`src/sfr_pkg.sv`:
```
// Shared types, constants and helper functions for the stream find-and-replace block.
`timescale 1ns / 1ps
package sfr_pkg;

  // Deepest window the design is built for; the pattern register caps at 8 bytes.
  localparam int MAX_LEN   = 8;
  localparam int LEN_CAP   = (MAX_LEN < 8) ? MAX_LEN : 8;
  localparam int IDX_W     = (LEN_CAP > 1) ? $clog2(LEN_CAP) : 1;
  localparam int LEN_W     = $clog2(LEN_CAP + 1);

  // One request can produce up to eight output bytes.
  localparam int BURST_D   = 8;
  localparam int CNT_W     = $clog2(BURST_D + 1);

  localparam int CFG_IDX_W = 2;
  localparam int CFG_DW    = 64;

  localparam logic [CFG_IDX_W-1:0] REG_PATTERN_BYTES      = 2'd0;
  localparam logic [CFG_IDX_W-1:0] REG_PATTERN_LENGTH     = 2'd1;
  localparam logic [CFG_IDX_W-1:0] REG_REPLACEMENT_BYTES  = 2'd2;
  localparam logic [CFG_IDX_W-1:0] REG_REPLACEMENT_LENGTH = 2'd3;

  typedef logic [7:0] byte_t;

  typedef struct packed {
    logic [BURST_D-1:0][7:0] data;
    logic [CNT_W-1:0]        cnt;
    logic                    last;
  } burst_t;

  // Zero acts as one, anything above the window depth saturates.
  function automatic logic [LEN_W-1:0] eff_plen(input logic [3:0] v);
    logic [LEN_W-1:0] r;
    if (v == 4'd0) begin
      r = LEN_W'(1);
    end else if (int'(v) > LEN_CAP) begin
      r = LEN_W'(LEN_CAP);
    end else begin
      r = LEN_W'(v);
    end
    return r;
  endfunction

  function automatic logic [CNT_W-1:0] eff_rlen(input logic [3:0] v);
    logic [CNT_W-1:0] r;
    if (v == 4'd0) begin
      r = CNT_W'(1);
    end else if (int'(v) > BURST_D) begin
      r = CNT_W'(BURST_D);
    end else begin
      r = CNT_W'(v);
    end
    return r;
  endfunction

endpackage

```
`src/sfr_core.sv`:
```
// Match window: holds recent bytes, compares against the pattern and builds the output burst.
`timescale 1ns / 1ps
module sfr_core (
  input  logic                          clk,
  input  logic                          rst_n,
  input  logic                          accept,
  input  logic                          clear,
  input  logic [7:0]                    in_byte,
  input  logic                          in_last,
  input  logic [sfr_pkg::LEN_W-1:0]     plen,
  input  logic [sfr_pkg::CFG_DW-1:0]    pattern,
  input  logic [sfr_pkg::CNT_W-1:0]     rlen,
  input  logic [sfr_pkg::CFG_DW-1:0]    replacement,
  output logic                          ld,
  output sfr_pkg::burst_t               burst
);

  sfr_pkg::byte_t                   win_r   [sfr_pkg::LEN_CAP];
  sfr_pkg::byte_t                   win_nxt [sfr_pkg::LEN_CAP];
  sfr_pkg::byte_t                   win_ins [sfr_pkg::LEN_CAP];
  logic [sfr_pkg::IDX_W-1:0]        fill_r;
  logic [sfr_pkg::IDX_W-1:0]        fill_nxt;
  logic [sfr_pkg::LEN_W-1:0]        fill_inc;
  logic                             full;
  logic                             hit;

  always_comb begin
    win_ins = win_r;
    win_ins[fill_r] = in_byte;
    fill_inc = sfr_pkg::LEN_W'(fill_r) + sfr_pkg::LEN_W'(1);
    full = (fill_inc == plen);
    hit = full;
    for (int i = 0; i < sfr_pkg::LEN_CAP; i++) begin
      if ((sfr_pkg::LEN_W'(i) < plen) && (win_ins[i] != pattern[8*i +: 8])) begin
        hit = 1'b0;
      end
    end
  end

  always_comb begin
    burst.data = '0;
    burst.cnt  = '0;
    burst.last = 1'b0;
    win_nxt    = win_ins;
    fill_nxt   = fill_r;
    if (hit) begin
      for (int i = 0; i < sfr_pkg::BURST_D; i++) begin
        burst.data[i] = replacement[8*i +: 8];
      end
      burst.cnt  = rlen;
      burst.last = in_last;
      fill_nxt   = '0;
    end else if (in_last) begin
      // End of stream: flush everything held, oldest first.
      for (int i = 0; i < sfr_pkg::LEN_CAP; i++) begin
        burst.data[i] = win_ins[i];
      end
      burst.cnt  = sfr_pkg::CNT_W'(fill_inc);
      burst.last = 1'b1;
      fill_nxt   = '0;
    end else if (full) begin
      // No match on a full window: release the oldest byte and slide.
      burst.data[0] = win_ins[0];
      burst.cnt     = sfr_pkg::CNT_W'(1);
      for (int i = 0; i < sfr_pkg::LEN_CAP - 1; i++) begin
        win_nxt[i] = win_ins[i + 1];
      end
      fill_nxt = sfr_pkg::IDX_W'(plen - sfr_pkg::LEN_W'(1));
    end else begin
      fill_nxt = sfr_pkg::IDX_W'(fill_inc);
    end
  end

  assign ld = accept && (burst.cnt != '0);

  always_ff @(posedge clk) begin
    if (!rst_n) begin
      fill_r <= '0;
    end else if (clear) begin
      fill_r <= '0;
    end else if (accept) begin
      fill_r <= fill_nxt;
    end
  end

  always_ff @(posedge clk) begin
    if (accept) begin
      win_r <= win_nxt;
    end
  end

endmodule

```
`src/sfr_burst.sv`:
```
// Output buffer that plays out one burst of result bytes, one byte per cycle while out_ready is high.
`timescale 1ns / 1ps
module sfr_burst (
  input  logic                 clk,
  input  logic                 rst_n,
  input  logic                 ld,
  input  sfr_pkg::burst_t      burst,
  output logic                 in_ready,
  output logic                 out_valid,
  input  logic                 out_ready,
  output logic [7:0]           out_byte,
  output logic                 out_last
);

  logic [sfr_pkg::BURST_D-1:0][7:0] buf_r;
  logic [sfr_pkg::BURST_D-1:0][7:0] buf_nxt;
  logic [sfr_pkg::CNT_W-1:0]        cnt_r;
  logic [sfr_pkg::CNT_W-1:0]        cnt_nxt;
  logic                             last_r;
  logic                             last_nxt;
  logic                             pop;

  assign out_valid = (cnt_r != '0);
  assign pop       = out_valid && out_ready;
  assign in_ready  = (cnt_r == '0) || ((cnt_r == sfr_pkg::CNT_W'(1)) && out_ready);
  assign out_byte  = buf_r[0];
  assign out_last  = last_r && (cnt_r == sfr_pkg::CNT_W'(1));

  always_comb begin
    buf_nxt  = buf_r;
    cnt_nxt  = cnt_r;
    last_nxt = last_r;
    if (ld) begin
      buf_nxt  = burst.data;
      cnt_nxt  = burst.cnt;
      last_nxt = burst.last;
    end else if (pop) begin
      for (int i = 0; i < sfr_pkg::BURST_D - 1; i++) begin
        buf_nxt[i] = buf_r[i + 1];
      end
      cnt_nxt = cnt_r - sfr_pkg::CNT_W'(1);
    end
  end

  always_ff @(posedge clk) begin
    if (!rst_n) begin
      cnt_r  <= '0;
      last_r <= 1'b0;
    end else begin
      cnt_r  <= cnt_nxt;
      last_r <= last_nxt;
    end
  end

  always_ff @(posedge clk) begin
    buf_r <= buf_nxt;
  end

  a_no_accept_mid_burst: assert property (@(posedge clk) disable iff (!rst_n)
    (cnt_r > sfr_pkg::CNT_W'(1)) |-> !in_ready)
    else $error("input taken while more than one result byte is pending");

  a_load_has_room: assert property (@(posedge clk) disable iff (!rst_n)
    ld |-> ((cnt_r == '0) || ((cnt_r == sfr_pkg::CNT_W'(1)) && out_ready)))
    else $error("burst loaded over bytes not yet delivered");

  a_pop_decrements: assert property (@(posedge clk) disable iff (!rst_n)
    (pop && !ld) |=> (cnt_r == sfr_pkg::CNT_W'($past(cnt_r) - sfr_pkg::CNT_W'(1))))
    else $error("byte count did not step down after a delivered byte");

endmodule

```
`src/stream_find_replace.sv`:
```
// Top level of the streaming find-and-replace block: configuration registers and datapath.
`timescale 1ns / 1ps
// Streaming find-and-replace over a byte stream.
// Input requests (in_byte, in_last) arrive on a valid/ready channel. Each
// occurrence of the configured pattern (1 to 8 bytes) is replaced by the
// configured replacement (1 to 8 bytes), leftmost and non-overlapping.
// Result requests (out_byte, out_last) leave on a second valid/ready channel;
// out_last marks the final byte produced for a request that carried in_last.
//
// The results of a request are registered in the output buffer when it is accepted
// and presented from the next cycle on, one byte per cycle while out_ready is high.
// Throughput is one request per cycle while each request yields at most one byte and
// the receiver is ready. A request that yields a burst of more than one byte (a
// replacement, or the flush at end of stream) holds off new input until the single
// output buffer has played the burst out, because that buffer takes the next request
// as its last byte leaves. Configuration uses cfg_we/cfg_index/cfg_data; the user
// must write it only while idle, which the block leaves unchecked. Writing the
// pattern length empties the match window. Reset (rst_n low, synchronous) empties
// the window and output buffer and returns the registers to pattern 0, length 1,
// replacement 0, length 1. When the receiver stalls, the waiting byte holds and
// input is refused until the buffer's last byte is taken.
module stream_find_replace (
  input  logic                              clk,
  input  logic                              rst_n,
  input  logic                              in_valid,
  output logic                              in_ready,
  input  logic [7:0]                        in_byte,
  input  logic                              in_last,
  output logic                              out_valid,
  input  logic                              out_ready,
  output logic [7:0]                        out_byte,
  output logic                              out_last,
  input  logic                              cfg_we,
  input  logic [sfr_pkg::CFG_IDX_W-1:0]     cfg_index,
  input  logic [sfr_pkg::CFG_DW-1:0]        cfg_data
);

  // Lengths are stored already clamped to their legal ranges.
  logic [sfr_pkg::CFG_DW-1:0] pattern_r;
  logic [sfr_pkg::LEN_W-1:0]  plen_r;
  logic [sfr_pkg::CFG_DW-1:0] repl_r;
  logic [sfr_pkg::CNT_W-1:0]  rlen_r;

  logic                       accept;
  logic                       clear;
  logic                       ld;
  sfr_pkg::burst_t            burst;

  assign accept = in_valid && in_ready;
  assign clear  = cfg_we && (cfg_index == sfr_pkg::REG_PATTERN_LENGTH);

  always_ff @(posedge clk) begin
    if (!rst_n) begin
      pattern_r <= '0;
      plen_r    <= sfr_pkg::LEN_W'(1);
      repl_r    <= '0;
      rlen_r    <= sfr_pkg::CNT_W'(1);
    end else if (cfg_we) begin
      case (cfg_index)
        sfr_pkg::REG_PATTERN_BYTES:      pattern_r <= cfg_data;
        sfr_pkg::REG_PATTERN_LENGTH:     plen_r    <= sfr_pkg::eff_plen(cfg_data[3:0]);
        sfr_pkg::REG_REPLACEMENT_BYTES:  repl_r    <= cfg_data;
        sfr_pkg::REG_REPLACEMENT_LENGTH: rlen_r    <= sfr_pkg::eff_rlen(cfg_data[3:0]);
        default: begin
        end
      endcase
    end
  end

  // Window compare and burst assembly.
  sfr_core u_core (
    .clk         (clk),
    .rst_n       (rst_n),
    .accept      (accept),
    .clear       (clear),
    .in_byte     (in_byte),
    .in_last     (in_last),
    .plen        (plen_r),
    .pattern     (pattern_r),
    .rlen        (rlen_r),
    .replacement (repl_r),
    .ld          (ld),
    .burst       (burst)
  );

  // Registered output side; it also decides when the next request may enter.
  sfr_burst u_burst (
    .clk       (clk),
    .rst_n     (rst_n),
    .ld        (ld),
    .burst     (burst),
    .in_ready  (in_ready),
    .out_valid (out_valid),
    .out_ready (out_ready),
    .out_byte  (out_byte),
    .out_last  (out_last)
  );

endmodule
```
`config.mk`:
```
export PLATFORM = sky130hd
export DESIGN_NAME = stream_find_replace
export DESIGN_NICKNAME = d
export VERILOG_FILES = /design/src/sfr_pkg.sv /design/src/sfr_core.sv /design/src/sfr_burst.sv /design/src/stream_find_replace.sv
export SDC_FILE = /design/constraint.sdc
export NUM_CORES = 1
export LEC_CHECK = 0
export BUFFER_PORTS_ARGS = -buffer_cell sky130_fd_sc_hd__buf_2
export CORE_MARGIN = 2
export CORE_UTILIZATION = 60
export DETAILED_ROUTE_END_ITERATION = 7
export GPL_TIMING_DRIVEN = 0
export PLACE_DENSITY = 0.79
export SYNTH_ARGS = -nofsm -noshare
export SYNTH_HDL_FRONTEND = slang
export SYNTH_SLANG_ARGS = --single-unit
```
`constraint.sdc`:
```
create_clock -name clk -period 13.63 [get_ports clk]
set_input_delay 2.0445 -clock clk [delete_from_list [all_inputs] [get_ports clk]]
set_output_delay 2.0445 -clock clk [all_outputs]
set_load 0.005 [all_outputs]
```
==> results of run 1 <==
==> area by class of cell <==
type,count,area [µm²],area share
clock inverters,9,72.6,0.00467
well taps,285,357,0.0230
inverters,66,250,0.0161
multi-input cells,1015,6200,0.400
repair buffers,85,425,0.0274
clock buffers,44,948,0.0611
plain buffers,114,542,0.0349
flip-flops and latches,272,6730,0.433
==> worst max-delay path: cells and delay by family <==
kind | cells | cell delay [ps]
AOI/OAI and AO/OA | 5 | 1930
buffers and inverters | 2 | 1190
and+or+nand+nor | 4 | 2330
==> sequential cells by signal (all words and copies together) (netlist names) <==
signal and count:
pattern_r 64, u_core.fill_r 3, u_burst.cnt_r 4, u_burst.buf_r 56, rlen_r 4, plen_r 4, u_burst.last_r 1, repl_r 64
u_core.win_r 64, u_burst.out_byte 8
==> path summary, 6_finish.rpt <==
kind	start	depth (start not counted)	end	slack [ps]
worst max-delay path	in_byte[0]	11	u_burst.cnt_r[1]	6540
worst min register to register	repl_r[60]	2	repl_r[60]	460
worst min-delay path	repl_r[60]	2	repl_r[60]	460
worst max register to register	u_core.fill_r[0]	12	u_burst.cnt_r[1]	7590
==> placed cells by master, fill, tap and decap left out, drive strengths merged, types with 12 or more instances in the layout <==
cell and count:
a21oi 169, buf 121, clkbuf 122, dfxtp 144, edfxtp 128, inv 66
mux2 56, mux2i 102, nand2 301, nand3 70, nor2 44, nor3 16
o21ai 12, o22ai 44, o31ai 64, xnor2 12, xor2 17
==> stage by stage <==
step                hold slack (ps)  cell area (µm²)  std cells  worst slack [ps]
floorplan                       436            13700       1467              6690
global placement                444            14500       1837              4360
detailed placement              450            14500       1837              6200
CTS                             458            15500       1890              6730
global route                    473            15500       1890              6490
finish                          462            15500       1890              6540
==> routing by layer <==
| layer | global-route usage | up-vias | part of all wire |
|---|---|---|---|
| met5 | 0 | - | 0 |
| met2 | 0.594 | 808 | 0.46 |
| met1 | 0.460 | 5759 | 0.38 |
| met3 | 0.0635 | 180 | 0.10 |
| met4 | 0.209 | 0 | 0.066 |
| li1 | - | 5479 | - |
==> kinds of logic (layout without fill, tap and decap cells) <==
| kind of cell | count (synthesis) | in the layout | share of synthesized area |
|---|---|---|---|
| adder cells (fa/ha/maj) | 5 | 5 | 0.00456 |
| flip-flops | 272 | 272 | 0.491 |
| AO/OA/AOI/OAI | 336 | 336 | 0.151 |
| XOR/XNOR | 29 | 29 | 0.0185 |
| buffers and inverters | 180 | 318 | 0.0576 |
| AND/OR/NAND/NOR | 487 | 487 | 0.156 |
| multiplexers | 158 | 158 | 0.121 |
==> power breakdown <==
part           internal (µW)  leakage (µW)  switching, µW  total [µW]
logic                    312       0.00284            496         808
registers               1160       0.00239           96.3        1260
clock network            497      0.000511            334         832
==> out/results.tsv, run 1 <==
metric	value	unit
Post-CTS Resized	0	
Worst Clk Skew	11.1	ps
Critical Path Max Stage Delay	710	ps
Syn Area/Cell	9.34	µm²
Via density	6.47	
Site Rows	55	
synth top area cells	edfxtp_1 28%, dfxtp_1 21%, nand2_1 8.2%	
Gate Count Post-Synth	1467	
Root Driver	clkbuf_16	
Final nets	1668	
hold buffers post-CTS	0	
first-pass GRT wire length	66400	µm
CTS tree	done	
Congestion Overflow GR	0	
Slew Viols, Final	0	
PortBufs	85	
Syn. warnings	0	
maximum fanout along the worst path	57	
Syn-to-layout area delta	13.3	%
crit share post-route	0.520	
GR Util All Layers	0.364	
Worst path slowest cell	clkbuf_1	
PwrDens	187	nW/µm²
Setup crit start kind	input pin	
Final Hold Vio Count	0	
wire per inst	23.7	µm
register area share after synthesis	0.491	
Max clock buf depth	3	
status	completed	
Synth Register Bits	272	
crit-path most repeated cell	or4_1	
Syn Std Cell Area	13700	µm²
die area	24100	µm²
leakage power	0.00575	µW
CP Data Required Time	14060	ps
Synth area leader	edfxtp_1	
Fillers	1773	
Worst Setup Path Type	input pin to flip-flop	
Primary FF master, synth	dfxtp_1	
Synth top area share	0.280	
Final ANT Viol Nets	0	
die width	155	µm
Slew HR	0.0301	
Die H	155	µm
largest net degree at the start of global routing	69	
Worst Max-Slew Pin Slew	1450	ps
worst min path class	flip-flop to flip-flop	
Vias	12226	
Critical Path AT	7520	ps
Antenna Cells	0	
Final TNS setup	0	ps
most frequent cell after synthesis	nand2_1	
Async SR Flop Fraction	0	
share of layout cells above drive strength 1	0.140	
DR iter-0 viols	1582	
post-CTS setup buffers	0	
WL final	44700	µm
Yosys cell types	67	
H-tree levels	1	
Detailed Place HPWL	31600	µm
syn nets	1552	
RSZ-0062 raised after global routing	false	
Max-Cap Viols	0	
core footprint	22500	µm²
worst vdd ir	0.111	mV
clk sink count	272	
EDFF count, synth	128	
Tot Pwr	2900	µW
most instantiated cells after synthesis	300 x nand2_1, 169 x a21oi_1, 144 x dfxtp_1, 128 x edfxtp_1, 102 x mux2i_1	
antenna violations before repair	0	
clk_lat worst skew	550	ps
minimum clock period	7090	ps
crit end category	flip-flop	
FMAX	141	MHz
crit path cell chain	clkbuf_1 -> inv_1 -> a22oi_1 -> a21oi_1 -> or4_1 -> or4_1 -> or4_4 -> o41ai_4 -> a21o_1 -> nand3_4 -> o221a_2	
clock-pin slew on the worst setup and hold paths	60	ps
vias in the first global route	11676	
fin util	0.690	
# IOs	91	
Starting Density	0.609	
DRC Markers	0	
gpl congestion	0.961	
TritonCTS buffer count	29	
Setup-failing EPs final	0	
first-pass detailed-route iteration total	6	
Note: power is estimated with default switching activity, not from simulation.
==> inputs of run 2 (changes only) <==
--- a/config.mk
+++ b/config.mk
@@ -5,12 +5,13 @@
 export SDC_FILE = /design/constraint.sdc
 export NUM_CORES = 1
 export LEC_CHECK = 0
+export ABC_AREA = 1
 export BUFFER_PORTS_ARGS = -buffer_cell sky130_fd_sc_hd__buf_2
 export CORE_MARGIN = 2
-export CORE_UTILIZATION = 60
+export CORE_UTILIZATION = 55
 export DETAILED_ROUTE_END_ITERATION = 7
 export GPL_TIMING_DRIVEN = 0
-export PLACE_DENSITY = 0.79
+export PLACE_DENSITY = 0.76
 export SYNTH_ARGS = -nofsm -noshare
 export SYNTH_HDL_FRONTEND = slang
 export SYNTH_SLANG_ARGS = --single-unit
==> constraint.sdc (replaced) <==
create_clock -name clk -period 5.67 [get_ports clk]
set_input_delay 0.8505 -clock clk [delete_from_list [all_inputs] [get_ports clk]]
set_output_delay 0.8505 -clock clk [all_outputs]
set_load 0.005 [all_outputs]
==> out/results.tsv, run 2 <==
metric	value	unit
R2R setup slack	1040	ps
Starting Density	0.557	
met3 wire length	6240	µm
reg-to-reg startpoint	u_core.fill_r[0]	
Syn Area/Cell	7.57	µm²
Worst Clk Skew	22.2	ps
Antenna Cells	0	
Synth Area in Compound Gates	0.187	
Reg2Reg Capture Point	u_burst.out_byte[5]	
Max-Cap Viols	0	
crit-path most repeated cell	nand2_1	
crit share post-route	0.851	
worst hold path depth	2	
CTS tree	done	
most instantiated cells after synthesis	433 x nand2_1, 330 x o21ai_0, 210 x inv_1, 165 x nand3_1	
clk sink count	272	
Synth top area share	0.275	
Site Rows	58	
met2 wire len	21800	µm
most common cell after layout, fill and taps aside	nand2_1	
PwrDens	453	nW/µm²
post-synthesis mux area share	0	
Max Used Layer	met4	
Hold EP	repl_r[19]	
Slew HR	0.362	
antenna violations before repair	0	
Via density	6.00	
Simple-Gate Fraction of Synth Area	0.222	
largest net degree at the start of global routing	66	
minimum clock period	4830	ps
Final nets	2056	
PortBufs	90	
Internal	4600	µW
cells on worst reg2reg path	24	
Syn Std Cell Area	14000	µm²
share of layout cells above drive strength 1	0.109	
first-pass detailed-route iteration total	7	
largest registers	pattern_r x64, repl_r x64, u_core.win_r x64	
Detailed Place HPWL	35200	µm
Sw Share	0.360	
RSZ-0062 raised after global routing	false	
Setup crit start kind	input pin	
WL final	49600	µm
Yosys cell types	32	
die area	26700	µm²
worst vdd ir	0.279	mV
Critical Path AT	5120	ps
FMAX	207	MHz
Worst Max-Slew Pin Slew	956	ps
fin util	0.632	
NetSw	2590	µW
die width	164	µm
# IOs	91	
core footprint	25100	µm²
clock-pin slew on the worst setup and hold paths	70	ps
gpl congestion	1.03	
vias in the first global route	12921	
Max clock buf depth	3	
Post-Place Worst Slack	477	ps
Tot Pwr	7190	µW
crit path cell chain	buf_2 -> clkinv_1 -> nand3_1 -> nand2_1 -> nand2_1 -> nand2_1 -> nor2_1 -> nand2_1 -> nor2_1 -> nand2_1 -> nor2_1 -> nand2_1 -> nand2_2 -> nand2_4 -> nand2_1 -> nand2_1 -> nor2_1 -> nand2_1 -> nand2_2 -> buf_6 -> buf_2 -> nand2_2 -> buf_12	
first-pass GRT wire length	74000	µm
worst min path class	flip-flop to flip-flop	
status	completed	
Setup-failing EPs final	0	
crit end category	flip-flop	
WP buf/inv	5	
Post-CTS Resized	0	
power share of the clock group	0.270	
hold_sp	repl_r[19]	
Worst path slowest cell	clkinv_1	
wire per inst	21.3	µm
register area share after synthesis	0.481	
hold buffers post-CTS	0	
xor/xnor cell area share of the yosys netlist	0.00563	
largest family of logic cells by synthesized area	simple AND/OR/NAND/NOR gates	
Worst Setup Path Type	input pin to flip-flop	
Final TNS setup	0	ps
final worst setup slack	844	ps
maximum fanout along the worst path	36	
Vias	13941	
Critical Path Max Stage Delay	630	ps
leakage power	0.00678	µW
Final ANT Viol Nets	0	
Root Driver	clkbuf_16	
most frequent cell after synthesis	nand2_1	
most frequent cells in the layout	432 x nand2_1, 330 x o21ai_0, 209 x inv_1, 165 x nand3_1	
clk_lat worst skew	570	ps
Congestion Overflow GR	0	
Metal-1 WL	18700	µm
area share of fa/ha/maj cells after synthesis	0.00447	
Syn-to-layout area delta	13.5	%
H-tree levels	1	
Synth area leader	edfxtp_1	
Final Hold Vio Count	0	
family with the most delay on the worst path	simple AND/OR/NAND/NOR gates	
DRC Markers	0	
Slew Viols, Final	0	
Die H	164	µm
synth top area cells	edfxtp_1 27%, dfxtp_1 21%, o21ai_0 12%	
Async SR Flop Fraction	0	
Syn. warnings	0	
combinational share of power	0.316	
GR Util All Layers	0.369	
CP Data Required Time	5960	ps
TritonCTS buffer count	28	
Crit path depth	23	
syn nets	1934	
EDFF count, synth	128	
DR iter-0 viols	1999	
Synth Register Bits	272	
Primary FF master, synth	dfxtp_1	
Seq pwr share	0.413	
Gate Count Post-Synth	1849	
post-CTS setup buffers	0	
run 2: cell count changes in the layout (fill, tap and decap cells not counted), sizes merged, moves of 13 or more:
cell	before	now
buf	121	139
o21ai	12	350
nor2	44	84
nand2	301	438
mux2	56	0
clkbuf	122	108
o22ai	44	3
nor3	16	3
inv	66	219
a21oi	169	144
mux2i	102	0
nand3	70	171
nand3b	2	16
o31ai	64	0
run 2: kinds of logic after synthesis:
kind of cell	after synthesis
AOI/OAI and AO/OA	505
adders and majority gates	5
xor gates and xnor gates	9
and+or+nand+nor	722
buffers and inverters	336
DFF	272
run 2: worst register-to-register path: stages, from the launching register on:
cell     delay (ps)
dfxtp_1         430
buf_4           300
buf_2           370
nand3_1         200
nand2_1         200
nand2_1          80
nand2_1          60
nand2_1          40
inv_1            60
nand2_1          50
nor2_1          270
nand2_1         140
nor2_1          110
nand2_1          80
nand2_2         120
nand2_4         110
nand2_1          80
nand2_1          60
nor2_1          100
nand2_1         100
nand2_2         110
buf_6           150
buf_2           290
nand2_2         470
buf_12          360
run 2: worst max path at each step:
stage / start / endpoint / slack [ps]
after floorplan: out_ready / u_burst.buf_r[10] / 850
after global routing: in_byte[4] / u_burst.buf_r[36] / 590
after global placement: out_ready / u_burst.buf_r[33] / -1020
final: in_byte[4] / u_burst.out_byte[5] / 840
after CTS: in_byte[4] / u_burst.buf_r[36] / 1040
after detailed placement: in_byte[4] / u_burst.buf_r[33] / 480
run 2: final cells by class:
| cell class | count | area (µm²) |
|---|---|---|
| Buffer | 115 | 568 |
| Multi-Input combinational cell | 1241 | 5870 |
| Clock buffer | 40 | 850 |
| Sequential cell | 272 | 6730 |
| Tap cell | 330 | 413 |
| Timing Repair Buffer | 92 | 498 |
| Fill cell | 2268 | 9230 |
| Inverter | 221 | 832 |
| Clock inverter | 12 | 118 |
run 2: power groups by stage:
| stage | combinational (µW) | clock, µW | sequential [µW] |
|---|---|---|---|
| finish | 2270 | 1940 | 2970 |
| global route | 2480 | 2020 | 3010 |
| CTS | 2200 | 1930 | 2970 |
| detailed placement | 2190 | 0 | 3000 |
| global placement | 2090 | 0 | 3030 |
| floorplan | 1430 | 0 | 2950 |
run 2: through the flow:
stage / hold slack [ps] / cell area, µm² / cells
6_report: 442 / 15900 / 2323
5_1_grt: 461 / 15900 / 2323
4_1_cts: 442 / 15900 / 2323
3_5_place_dp: 432 / 14900 / 2271
3_3_place_gp: 428 / 14900 / 2269
2_1_floorplan: 420 / 14000 / 1849
run 2: per-layer routing:
metal  global-route usage  vias up
met5                    0        -
met4                0.186        0
met3               0.0800      197
met2                0.581      946
met1                0.482     6394
li1                     -     6404
==> inputs of run 3 (changes only) <==
--- a/config.mk
+++ b/config.mk
@@ -8,10 +8,10 @@
 export ABC_AREA = 1
 export BUFFER_PORTS_ARGS = -buffer_cell sky130_fd_sc_hd__buf_2
 export CORE_MARGIN = 2
-export CORE_UTILIZATION = 55
+export CORE_UTILIZATION = 60
 export DETAILED_ROUTE_END_ITERATION = 7
 export GPL_TIMING_DRIVEN = 0
-export PLACE_DENSITY = 0.76
+export PLACE_DENSITY = 0.79
 export SYNTH_ARGS = -nofsm -noshare
 export SYNTH_HDL_FRONTEND = slang
 export SYNTH_SLANG_ARGS = --single-unit
==> constraint.sdc (replaced) <==
create_clock -name clk -period 4.9 [get_ports clk]
set_input_delay 0.735 -clock clk [delete_from_list [all_inputs] [get_ports clk]]
set_output_delay 0.735 -clock clk [all_outputs]
set_load 0.005 [all_outputs]
==> out/results.tsv, run 3 (synthesis gave the netlist of run 2 again) <==
metric	value	unit
status	complete, but fails checks	
Starting Density	0.614	
maximum fanout along the worst path	36	
Worst Clk Skew	15.6	ps
Critical Path Max Stage Delay	640	ps
Via density	6.07	
Placed Instance Area	14900	µm²
Vias	13988	
worst vdd ir	0.354	mV
first-pass GRT wire length	73600	µm
share of layout cells above drive strength 1	0.108	
Seq pwr share	0.416	
DR iter-0 viols	1981	
fin util	0.695	
Final nets	2056	
# IOs	91	
Antenna Cells	0	
TritonCTS buffer count	28	
die width	157	µm
clock-pin slew on the worst setup and hold paths	70	ps
Internal	5300	µW
Post-CTS Resized	0	
DRC Markers	1	
largest net degree at the start of global routing	47	
H-tree levels	1	
crit share post-route	0.960	
power share of the clock group	0.267	
reg-to-reg startpoint	u_core.fill_r[0]	
Die H	157	µm
Worst Setup Path Type	input pin to flip-flop	
die area	24600	µm²
Final ANT Viol Nets	0	
core footprint	22800	µm²
Finished Cell Area	15800	µm²
clk_lat worst skew	560	ps
Max-Cap Viols	0	
PortBufs	90	
R2R setup slack	370	ps
crit end category	flip-flop	
wire per inst	21.5	µm
first-pass detailed-route iteration total	8	
CTS tree	done	
RSZ-0062 raised after global routing	false	
Worst path slowest cell	clkinv_1	
Setup-failing EPs final	0	
post-CTS setup buffers	0	
NetSw	2990	µW
WL final	49500	µm
GR Util All Layers	0.401	
FMAX	213	MHz
Slew HR	0.340	
largest registers	pattern_r x64, repl_r x64, u_core.win_r x64	
combinational share of power	0.317	
crit path cell chain	buf_2 -> clkinv_1 -> nand3_1 -> nand2_1 -> nand2_1 -> nand2_1 -> nor2_1 -> nand2_1 -> nor2_1 -> nand2_1 -> nor2_1 -> nand2_1 -> nand2_2 -> nand2_4 -> nand2_1 -> nand2_1 -> nor2_1 -> nand2_1 -> nand2_2 -> buf_6 -> buf_2 -> nand2_2 -> buf_12	
leakage power	0.00676	µW
vias in the first global route	13129	
most common cell after layout, fill and taps aside	nand2_1	
Final Hold Vio Count	0	
violated checks	DRC	
Site Rows	55	
Detailed Place HPWL	35000	µm
Setup crit start	in_byte[4]	
Congestion Overflow GR	0	
most frequent cells in the layout	432 x nand2_1, 330 x o21ai_0, 209 x inv_1, 165 x nand3_1	
crit-path most repeated cell	nand2_1	
worst min path class	input pin to flip-flop	
Slew Viols, Final	0	
Syn-to-layout area delta	13.1	%
Critical Path AT	5000	ps
gpl congestion	1.03	
Setup crit start kind	input pin	
Root Driver	clkbuf_16	
Tot Pwr	8290	µW
PwrDens	524	nW/µm²
antenna violations before repair	0	
Worst Max-Slew Pin Slew	991	ps
Max clock buf depth	3	
minimum clock period	4700	ps
Sw Share	0.361	
hold buffers post-CTS	0	
clk sink count	272	
CP Data Required Time	5190	ps
hold_sp	cfg_data[26]	
## run 3: path summary, 6_finish.rpt
| check | to | depth (start not counted) |
|---|---|---|
| setup / recovery | u_burst.buf_r[37] | 23 |
| hold / removal | pattern_r[26] | 3 |
| setup reg to reg | u_burst.buf_r[37] | 24 |
| hold reg to reg | repl_r[19] | 2 |
## run 3: worst max-delay path, delay by kind of cell
kind                   cells  cell delay, ps
buffers and inverters      5            1710
and+or+nand+nor           18            2510
## run 3: metal layers
| metal | global-route usage | routed length [µm] | vias up |
|---|---|---|---|
| met5 | 0 | 0 | - |
| met4 | 0.235 | 3450 | 0 |
| met3 | 0.0836 | 6390 | 213 |
| met2 | 0.624 | 21500 | 1034 |
| met1 | 0.518 | 18200 | 6348 |
| li1 | - | - | 6393 |
## run 3: power by group through the flow
stage	clock, µW	combinational (µW)	sequential [µW]
3_5_place_dp	0	2530	3480
4_1_cts	2190	2540	3440
3_3_place_gp	0	2400	3510
6_report	2220	2630	3450
2_1_floorplan	0	1660	3410
5_1_grt	2280	2870	3480
## run 3: metrics by stage
step | instances | TNS, ps | hold slack (ps) | setup WS [ps]
CTS | 2306 | 0 | 415 | 368
detailed placement | 2254 | -6630 | 434 | -189
global placement | 2252 | -91690 | 429 | -1640
floorplan | 1849 | 0 | 420 | 196
finish | 2306 | 0 | 412 | 196
global route | 2306 | 0 | 447 | 172
## run 3: cell type report
class	count	area [µm²]
plain buffers	115	568
clock buffers	42	836
clock inverters	10	103
inverters	221	832
well taps	313	392
repair buffers	92	498
fillers	1970	6950
multi-input cells	1241	5870
flip-flops and latches	272	6730
